<file path="src/rtl/core/stable_priority_queue_defines.svh">
// ----------------------------------------------------------------------------
// Assertion macros for the stable priority queue
// Clocked property checks that compile away when SYNTHESIS is defined.
// ----------------------------------------------------------------------------
`ifndef STABLE_PRIORITY_QUEUE_DEFINES_SVH
`define STABLE_PRIORITY_QUEUE_DEFINES_SVH

`ifndef SYNTHESIS
// Check a property on every rising clock edge, suspended while reset is high.
`define SPQ_ASSERT(lbl, clk_sig, rst_sig, prop) \
  lbl: assert property (@(posedge clk_sig) disable iff (rst_sig) prop) \
    else $error("stable_priority_queue: property violated");
// Check a property on every rising clock edge, reset included.
`define SPQ_ASSERT_ALWAYS(lbl, clk_sig, prop) \
  lbl: assert property (@(posedge clk_sig) prop) \
    else $error("stable_priority_queue: property violated");
`else
`define SPQ_ASSERT(lbl, clk_sig, rst_sig, prop)
`define SPQ_ASSERT_ALWAYS(lbl, clk_sig, prop)
`endif

`endif

</file>
<file path="src/rtl/core/spq_pkg.sv">
// ----------------------------------------------------------------------------
// Stable priority queue package
// Entry, command and neighbor link types plus the result status codes.
// ----------------------------------------------------------------------------
package spq_pkg;

  localparam int unsigned IdWidth  = 16;
  localparam int unsigned PriWidth = 8;
  localparam int unsigned OccWidth = 5;

  // Result status codes
  typedef enum logic [1:0] {
    STATUS_ENQUEUED = 2'd0,
    STATUS_DEQUEUED = 2'd1,
    STATUS_EMPTY    = 2'd2,
    STATUS_FULL     = 2'd3
  } status_t;

  // One queued entry
  typedef struct packed {
    logic [IdWidth-1:0]  id;
    logic [PriWidth-1:0] pri;
  } entry_t;

  // Operation broadcast to every cell
  typedef struct packed {
    logic   enq;
    logic   deq;
    entry_t new_entry;
  } cell_cmd_t;

  // What a cell hands to its right-hand neighbor
  typedef struct packed {
    entry_t entry;
    logic   take;
  } cell_link_t;

endpackage

</file>
<file path="src/rtl/core/spq_cell.sv">
// ----------------------------------------------------------------------------
// Stable priority queue cell
// Holds one slot of the sorted row; compares, shifts back or shifts forward.
// ----------------------------------------------------------------------------
module spq_cell (
  input  logic               clk,
  input  spq_pkg::cell_cmd_t cmd,
  input  logic               occupied,     // slot lies below the fill count
  input  spq_pkg::cell_link_t left_link,   // from the cell in front
  input  spq_pkg::entry_t    right_entry,  // entry of the cell behind
  output spq_pkg::cell_link_t link_out
);

  spq_pkg::entry_t entry;
  spq_pkg::entry_t entry_next;
  logic            take;

  // Claim this slot when it is empty or holds a strictly lower priority
  assign take = !occupied || (entry.pri < cmd.new_entry.pri);

  // Pick the new content: insertion point, shift back, shift forward, hold
  always_comb begin
    entry_next = entry;
    if (cmd.enq && take) begin
      entry_next = left_link.take ? left_link.entry : cmd.new_entry;
    end else if (cmd.deq) begin
      entry_next = right_entry;
    end
  end

  always_ff @(posedge clk) begin
    entry <= entry_next;
  end

  assign link_out.entry = entry;
  assign link_out.take  = take;

endmodule

</file>
<file path="src/rtl/core/stable_priority_queue.sv">
// ----------------------------------------------------------------------------
// Stable priority queue
// Bounded queue of (id, priority) entries in a sorted row of cells.
// ----------------------------------------------------------------------------
// The queue holds up to QUEUE_DEPTH entries sorted by priority, highest at
// the front; an enqueue lands behind every entry of equal or greater
// priority, so ties leave in arrival order. Every accepted transaction gives
// exactly one result transaction: enqueued, dequeued (with the front entry),
// empty on dequeue, or full with the entry dropped; occupancy is the count
// after the operation, low 5 bits. One transaction is taken per clock: each
// cell compares its own priority against the request and shifts in the same
// cycle, and the result appears in the output register on the next cycle.
// Input is stalled only while that register holds a result not yet taken.
// No clearing pass runs after reset: the fill count alone marks held slots.
`include "stable_priority_queue_defines.svh"

module stable_priority_queue #(
  parameter int unsigned QUEUE_DEPTH = 16
) (
  input  logic        clk,
  input  logic        rst,
  input  logic        s_tvalid,
  output logic        s_tready,
  input  logic [23:0] s_tdata,   // [15:0] task_id, [23:16] priority_req
  input  logic        s_tuser,   // [0] action (0 enqueue, 1 dequeue)
  output logic        m_tvalid,
  input  logic        m_tready,
  output logic [31:0] m_tdata,   // [15:0] out_task_id, [23:16] out_priority,
                                 // [28:24] occupancy, [31:29] zero
  output logic [1:0]  m_tuser    // [1:0] status
);

  localparam int unsigned CountWidth = $clog2(QUEUE_DEPTH + 1);

  logic [CountWidth-1:0]           count;
  logic [CountWidth-1:0]           count_next;
  logic                            accept;
  logic                            full;
  logic                            empty;
  spq_pkg::cell_cmd_t              cmd;
  spq_pkg::cell_link_t             links [QUEUE_DEPTH];

  logic                            res_valid;
  spq_pkg::status_t                res_status;
  spq_pkg::status_t                res_status_next;
  spq_pkg::entry_t                 res_entry;
  spq_pkg::entry_t                 res_entry_next;
  logic [spq_pkg::OccWidth-1:0]    res_occ;

  // Accept while the output register is free or being drained
  assign s_tready = !res_valid || m_tready;
  assign accept   = s_tvalid && s_tready;
  assign full     = (count == CountWidth'(QUEUE_DEPTH));
  assign empty    = (count == '0);

  // Broadcast the operation to the cell row
  always_comb begin
    cmd.enq           = accept && !s_tuser && !full;
    cmd.deq           = accept && s_tuser && !empty;
    cmd.new_entry.id  = s_tdata[15:0];
    cmd.new_entry.pri = s_tdata[23:16];
  end

  // Update the fill count
  always_comb begin
    count_next = count;
    if (cmd.enq) begin
      count_next = count + CountWidth'(1);
    end else if (cmd.deq) begin
      count_next = count - CountWidth'(1);
    end
  end

  always_ff @(posedge clk) begin
    if (rst) begin
      count <= '0;
    end else begin
      count <= count_next;
    end
  end

  // Build the row of cells, front at index zero
  for (genvar i = 0; i < QUEUE_DEPTH; i++) begin : g_cell
    spq_pkg::cell_link_t left_link;
    spq_pkg::entry_t     right_entry;
    logic                occupied;

    assign occupied = (CountWidth'(i) < count);

    if (i == 0) begin : g_front
      assign left_link.entry = '0;
      assign left_link.take  = 1'b0;
    end else begin : g_inner
      assign left_link = links[i-1];
    end

    if (i == QUEUE_DEPTH - 1) begin : g_back
      assign right_entry = links[i].entry;
    end else begin : g_mid
      assign right_entry = links[i+1].entry;
    end

    spq_cell u_cell (
      .clk         (clk),
      .cmd         (cmd),
      .occupied    (occupied),
      .left_link   (left_link),
      .right_entry (right_entry),
      .link_out    (links[i])
    );
  end

  // Form the result of the accepted transaction
  always_comb begin
    res_entry_next = '0;
    if (s_tuser) begin
      if (empty) begin
        res_status_next = spq_pkg::STATUS_EMPTY;
      end else begin
        res_status_next = spq_pkg::STATUS_DEQUEUED;
        res_entry_next  = links[0].entry;
      end
    end else begin
      res_status_next = full ? spq_pkg::STATUS_FULL : spq_pkg::STATUS_ENQUEUED;
    end
  end

  // Hold the result until the downstream side takes it
  always_ff @(posedge clk) begin
    if (rst) begin
      res_valid <= 1'b0;
    end else if (accept) begin
      res_valid <= 1'b1;
    end else if (m_tready) begin
      res_valid <= 1'b0;
    end
  end

  always_ff @(posedge clk) begin
    if (accept) begin
      res_status <= res_status_next;
      res_entry  <= res_entry_next;
      res_occ    <= spq_pkg::OccWidth'(count_next);
    end
  end

  assign m_tvalid = res_valid;
  assign m_tuser  = res_status;
  assign m_tdata  = {3'b000, res_occ, res_entry.pri, res_entry.id};

  // Checks on count, results and ordering
  `SPQ_ASSERT(a_count_bound, clk, rst, count <= CountWidth'(QUEUE_DEPTH))
  `SPQ_ASSERT(a_full_drop, clk, rst,
    (accept && !s_tuser && full) |=> (res_valid && res_status == spq_pkg::STATUS_FULL))
  `SPQ_ASSERT(a_deq_count, clk, rst,
    (accept && s_tuser && !empty) |=> (count == $past(count) - CountWidth'(1)))
  `SPQ_ASSERT(a_front_sorted, clk, rst,
    (count >= CountWidth'(2)) |-> (links[0].entry.pri >= links[1].entry.pri))
  `SPQ_ASSERT(a_count_hold, clk, rst,
    !accept |=> $stable(count))

endmodule
</file>
<file path="config.mk">
export PLATFORM = sky130hd
export DESIGN_NAME = stable_priority_queue
export DESIGN_NICKNAME = d
export VERILOG_FILES = /design/src/rtl/core/spq_pkg.sv /design/src/rtl/core/spq_cell.sv /design/src/rtl/core/stable_priority_queue.sv
export VERILOG_INCLUDE_DIRS = /design/src /design/src/rtl/core
export SDC_FILE = /design/constraint.sdc
export NUM_CORES = 1
export LEC_CHECK = 0
export ABC_AREA = 0
export BUFFER_PORTS_ARGS = -buffer_cell sky130_fd_sc_hd__buf_2
export CAP_MARGIN = 10
export CELL_PAD_IN_SITES_DETAIL_PLACEMENT = 0
export CELL_PAD_IN_SITES_GLOBAL_PLACEMENT = 1
export CORE_UTILIZATION = 52
export CTS_BUF_LIST = sky130_fd_sc_hd__clkbuf_16
export DETAILED_ROUTE_END_ITERATION = 8
export GPL_ROUTABILITY_DRIVEN = 0
export PLACE_DENSITY = 0.83
export SYNTH_ARGS = -nofsm -noshare
export SYNTH_HDL_FRONTEND = slang
export SYNTH_SLANG_ARGS = --single-unit
</file>
<file path="constraint.sdc">
create_clock -name clk -period 4.5 [get_ports clk]
set_input_delay 0.9 -clock clk [delete_from_list [all_inputs] [get_ports clk]]
set_output_delay 0.9 -clock clk [all_outputs]
set_load 0.02 [all_outputs]
</file>
## After elaboration in Yosys (flattened, before gate mapping)

Index checks and enable logic that the tools add are counted.

- Register bits: 421
- Logic and storage cells: 202
- Output and inout port bits: 36
- Input port bits: 29

- Muxes and demuxes: 52
- $lt $le $gt $ge: 32
- Reduce and logical (&&, ||, !) cells: 76
- $add $sub $neg: 2
- Bitwise operators: 1
- Equal/unequal tests: 1

Operators with widths:

| cell | count |
|---|---|
| $mux 24 | 45 |
| $lt 8x8->1 | 16 |
| $lt 4x5->1 const A | 8 |
| $reduce_bool 2->1 | 16 |
| $logic_and 1x1->1 | 21 |
| $logic_not 1->1 | 20 |
| $lt 3x5->1 const A | 4 |
| $logic_or 1x1->1 | 17 |
| $lt 1x5->1 const A | 2 |
| $lt 2x5->1 const A | 2 |
| $mux 5 | 2 |
| $mux 2 | 3 |
| $add 5x1->5 const B | 1 |
| $eq 5x5->1 const B | 1 |
| $logic_not 5->1 | 1 |
| $sub 5x1->5 const B | 1 |
| $mux 1 | 2 |
| $reduce_or 2->1 | 1 |
| $not 1->1 | 1 |

## Depth between registers and ports, before layout

- Word-level depth: 7
- Gate-level depth with buffers: 11
- Gate-level depth less buffers: 8

## Modules after synthesis

From an unflattened synthesis, not the netlist that was laid out.

- Cells, all modules: 1,977
- Area, all modules: 27,584.0 um^2

By module, submodules not included:

| module | cells an instance | instances | area an instance (um^2) | sequential area each (um^2) |
|---|---|---|---|---|
| spq_cell (g_cell[0].u_cell ...) | 114 | 14 | 1,612.8 | 720.7 |
| spq_cell (g_cell[8].u_cell ...) | 114 | 2 | 1,601.5 | 720.7 |
| stable_priority_queue | 153 | 1 | 1,801.7 | 1,051.0 |

## Least setup slack after synthesis

No wires, ideal clock.

- Kind: input-to-reg
- Start: input port m_tready
- End: register g_cell[15].u_cell.entry (netlist bit g_cell[15].u_cell.link_out[10]), enable pin
- Path slack: 427 ps
- Path buffers: 0
- Library setup time: 413 ps
- Cell stages on the path: 5
- Required time: 4,087 ps
- Arrival: 3,660 ps
- Cell sequence: nand2b_1 > nand2_1 > inv_1 > nand2_2 > a21oi_1

- Cells in the longest elaborated chain, start to end: 5

RTL lines:

| element | line | text |
|---|---|---|
| start, declared | stable_priority_queue.sv:27 | `input logic m_tready,` |
| $logic_or 1x1->1 | stable_priority_queue.sv:51 | `assign s_tready = !res_valid \|\| m_tready;` |
| $logic_and 1x1->1 | stable_priority_queue.sv:52 | `assign accept = s_tvalid && s_tready;` |
| named net accept | stable_priority_queue.sv:37 | `logic accept;` |
| $logic_and 1x1->1 (2 in series) | stable_priority_queue.sv:58 | `cmd.enq = accept && !s_tuser && !full;` |
| $logic_and 1x1->1 | spq_cell.sv:24 | `if (cmd.enq && take) begin` |
| end signal, assigned | spq_cell.sv:32 | `entry <= entry_next;` |
| end, declared | spq_cell.sv:14 | `spq_pkg::entry_t entry;` |

The timed path passes the listed nets, and every way through them passes these cells.
A chain may end at the register's enable or synchronous reset.

==> run_results.csv <==
group,metric,value,unit
setup_path,cpMaxStageDelayCell,"a21oi_4",
timing,tns,0,ns
setup_path,critPathBufInv,3,
logic_synthesis,ys_ff_latch,421,
setup_path,worstPathMaxFanout,24,
setup_path,cp.depth,9,
cts,ctsResizeCount,0,
power,swShare,0.3183,
global_routing,grt_max_degree,58,
setup_path,critPathLaunchType,"primary input",
setup_path,crit_end,"g_cell[13].u_cell.link_out[12]$_DFFE_PP_",
floorplan,row_count,77,
power,switchingPower,0.004058,W
floorplan,die_h,215.6,um
setup_path,crit_path_end_kind,"register",
logic_synthesis,ys_types,54,
logic_synthesis,synthFlopType,"edfxtp_1",
timing,max_slew_margin,0.1768,
timing,setup_violations,0,
cts,cts-buffers-inserted,46,
timing,hold_ws,0.5213,ns
floorplan,ios,65,
drt,vias,16480,
timing,drv_slew,0,
power,ir_worst_vdd,309.2,uV
setup_path,crit_start,"s_tdata[23]",
setup_path,critPathArrivalTime,3.98,ns
drt,wl,56610,um
cells_and_area,final_util,0.5855,
timing,fin_crit_sh,0.8136,
logic_synthesis,synth-async-reset-ratio,0,
logic_synthesis,synth_edf_count,415,
placement,dp.cells,2633,
timing,skew,0.01902,ns
global_routing,grt_first_pass_wirelength,90750,um
placement,hpwl,38920,um
global_routing,antenna_found_initial,3,
drt,drtPass1Iterations,7,
drt,postRouteAntennaNets,0,
logic_synthesis,synthCells,2065,
setup_path,reg2reg_from,"count[1]$_SDFF_PP0_",
flow_run,maxCapViolations,0,
floorplan,core,44610,um^2
logic_synthesis,yosysSeqAreaShare,0.5306,
timing,max_freq,0.2731,GHz
timing,fin_crit,3.661,ns
placement,port_buffers,61,
power,p_leak,10.87,nW
power,p_int,0.008693,W
cts,cts_hold_buf,0,
power,pwr-share-seq,0.457,
setup_path,slowest_delay,1.02,ns
cells_and_area,drive_gt1_frac,0.1293,
cts,root_buffer,"clkbuf_16",
drt,post_drt_wl_per_cell,20.82,um
timing,worst_slew_pin_slew,1.232,ns
setup_path,cp_top_family,"compound AO/OA/AOI/OAI gates",
floorplan,start_util,0.5316,
cts,clock_latency,0.59,ns
floorplan,die_w,215.6,um
timing,rsz0062_at_grt,"no",
power,combPwrFrac,0.254,
drt,via_per_inst,6.061,
cells_and_area,nFillCells,3697,
cells_and_area,syn_to_final_growth,10.14,%
drt,initialDrtViolationCount,1246,
cts,cts_tree,"built",
power,powerDensity,488.2,nW/um^2
cts,cts_setup_buffers,0,
cells_and_area,final-instance-count-excl-fill,2719,
setup_path,r2r_end,"g_cell[4].u_cell.link_out[23]$_DFFE_PP_",
logic_synthesis,ys_warn_count,0,
outcome,status,"complete, no violations",
setup_path,cp_common_cell,"a21oi_1",
logic_synthesis,netlist_area,23710,um^2
global_routing,grtUsageTotal,0.2436,
cts,h-tree-depth,2,
setup_path,r2r_slack,1.00,ns
setup_path,critical_path_class,"in2reg",
global_routing,gr-total-overflow,0,
cells_and_area,finalNetCount,2234,
cts,clkTransAtPathRegs,0.06,ns
hold_path,hold_path_class,"reg2reg",
logic_synthesis,avgSynthCellArea,11.48,um^2
setup_path,rr_worst_depth,8,
setup_path,cp_cell_sequence,"buf_2 -> inv_1 -> buf_4 -> ha_1 -> a21oi_1 -> o21ai_0 -> a21oi_4 -> mux2i_1 -> a21oi_1",
power,p_clk_frac,0.290,
global_routing,grt_pass1_vias,16820,
cts,clk_path_buf_depth,3,
timing,hold_viol_final,0,
setup_path,crit_required,4.81,ns
cts,clock_sinks,421,
floorplan,die-area,46460,um^2
drt,drc,0,
cells_and_area,diodes,0,
[worst min-delay path: stages (launching register included)]
cell      delay (ns)
dfxtp_1         0.31
nand2b_1        0.10
a21oi_1         0.07
[kinds of logic after synthesis]
kind of cell | synth area share
adder cells (fa/ha/maj) | 0.06120
other | 0.0001581
AO/OA/AOI/OAI | 0.1317
flip-flops | 0.5306
XOR/XNOR | 0.001478
buffers and inverters | 0.03546
AND/OR/NAND/NOR | 0.07556
multiplexers | 0.1638
[how the worst min path moves through the flow]
stage,startpoint,to,cells past startpoint
final,m_tvalid$_SDFFE_PP0P_,m_tvalid$_SDFFE_PP0P_,2
after global routing,s_tvalid,m_tvalid$_SDFFE_PP0P_,3
after CTS,s_tvalid,m_tvalid$_SDFFE_PP0P_,3
after detailed placement,m_tvalid$_SDFFE_PP0P_,m_tvalid$_SDFFE_PP0P_,2
after global placement,m_tvalid$_SDFFE_PP0P_,m_tvalid$_SDFFE_PP0P_,2
after floorplan,g_cell[12].u_cell.link_out[10]$_DFFE_PP_,g_cell[11].u_cell.link_out[10]$_DFFE_PP_,2
[sequential cells by signal, indices dropped and copies added (netlist names)]
signal and count:
count 5, res_occ 5, m_tvalid 1, m_tdata 24
g_cell.u_cell.link_out 384, m_tuser 2
[stage by stage]
stage | power, W | setup WS (ns) | instance area [um^2]
CTS | 0.01281 | 0.8847 | 26120
finish | 0.01275 | 0.8388 | 26120
detailed placement | 0.009102 | 0.2595 | 24670
global route | 0.01338 | 0.7164 | 26120
global placement | 0.008987 | 0.3336 | 24670
floorplan | 0.008127 | 0.4265 | 23720
[layer usage]
metal	vias up	wire length, um	global-route usage
li1	7732	-	-
met1	8160	24990	0.3304
met2	477	26810	0.3997
met3	105	3257	0.04031
met4	6	1509	0.07660
met5	-	40	0
[cell usage in the layout (no fill, tap or decap), types with 7 or more instances in the layout]
cell type,Yosys,routed
ha_1,116,116
and2_1,30,30
nand4_1,12,12
o21ai_1,19,13
o21ai_0,145,145
nand2b_1,18,18
mux2_4,19,19
a21oi_1,340,338
inv_1,16,26
a21oi_4,3,7
nor2_1,167,163
clkinv_1,0,10
a21o_1,9,9
clkinv_2,0,10
o21a_1,10,10
edfxtp_1,415,415
mux2_2,21,21
mux2i_1,336,336
nor3_1,9,9
clkbuf_16,0,47
buf_4,15,62
buf_2,43,61
nand2_1,161,161
[cell usage after synthesis (5+ instances only)]
library cell	instances	area, um^2
edfxtp_1	415	12460
a21oi_1	340	1702
mux2i_1	336	3363
nor2_1	167	626.9
nand2_1	161	604.3
o21ai_0	145	725.7
ha_1	116	1451
clkbuf_1	79	296.5
buf_2	43	215.2
and2_1	30	187.7
mux2_2	21	236.5
mux2_4	19	285.3
o21ai_1	19	95.09
nand2b_1	18	112.6
inv_1	16	60.06
buf_4	15	112.6
buf_6	12	135.1
nand4_1	12	75.07
o21a_1	10	75.07
a21o_1	9	67.56
nor3_1	9	45.04
a211oi_2	6	75.07
dfxtp_1	6	120.1
nand3_1	6	30.03
nor2b_1	6	37.54
a2111oi_2	5	75.07
[area by class of cell]
class	count	area, um^2	area share
clock buffer	47	1176	0.04503
multi-input combinational	1476	10430	0.3993
tap	592	740.7	0.02836
timing repair buffer	127	850.8	0.03257
inverter	17	66.31	0.002539
sequential	421	12580	0.4817
clock inverter	39	274.0	0.01049
[power by group through the flow]
stage	logic (W)	clock network (W)	registers (W)
final	0.00323	0.00369	0.00582
after global routing	0.00358	0.00390	0.00590
after CTS	0.00322	0.00377	0.00583
after detailed placement	0.00321	0	0.00590
after global placement	0.00310	0	0.00589
after floorplan	0.00238	0	0.00575
No activity file was read; power rests on OpenSTA's default activity.
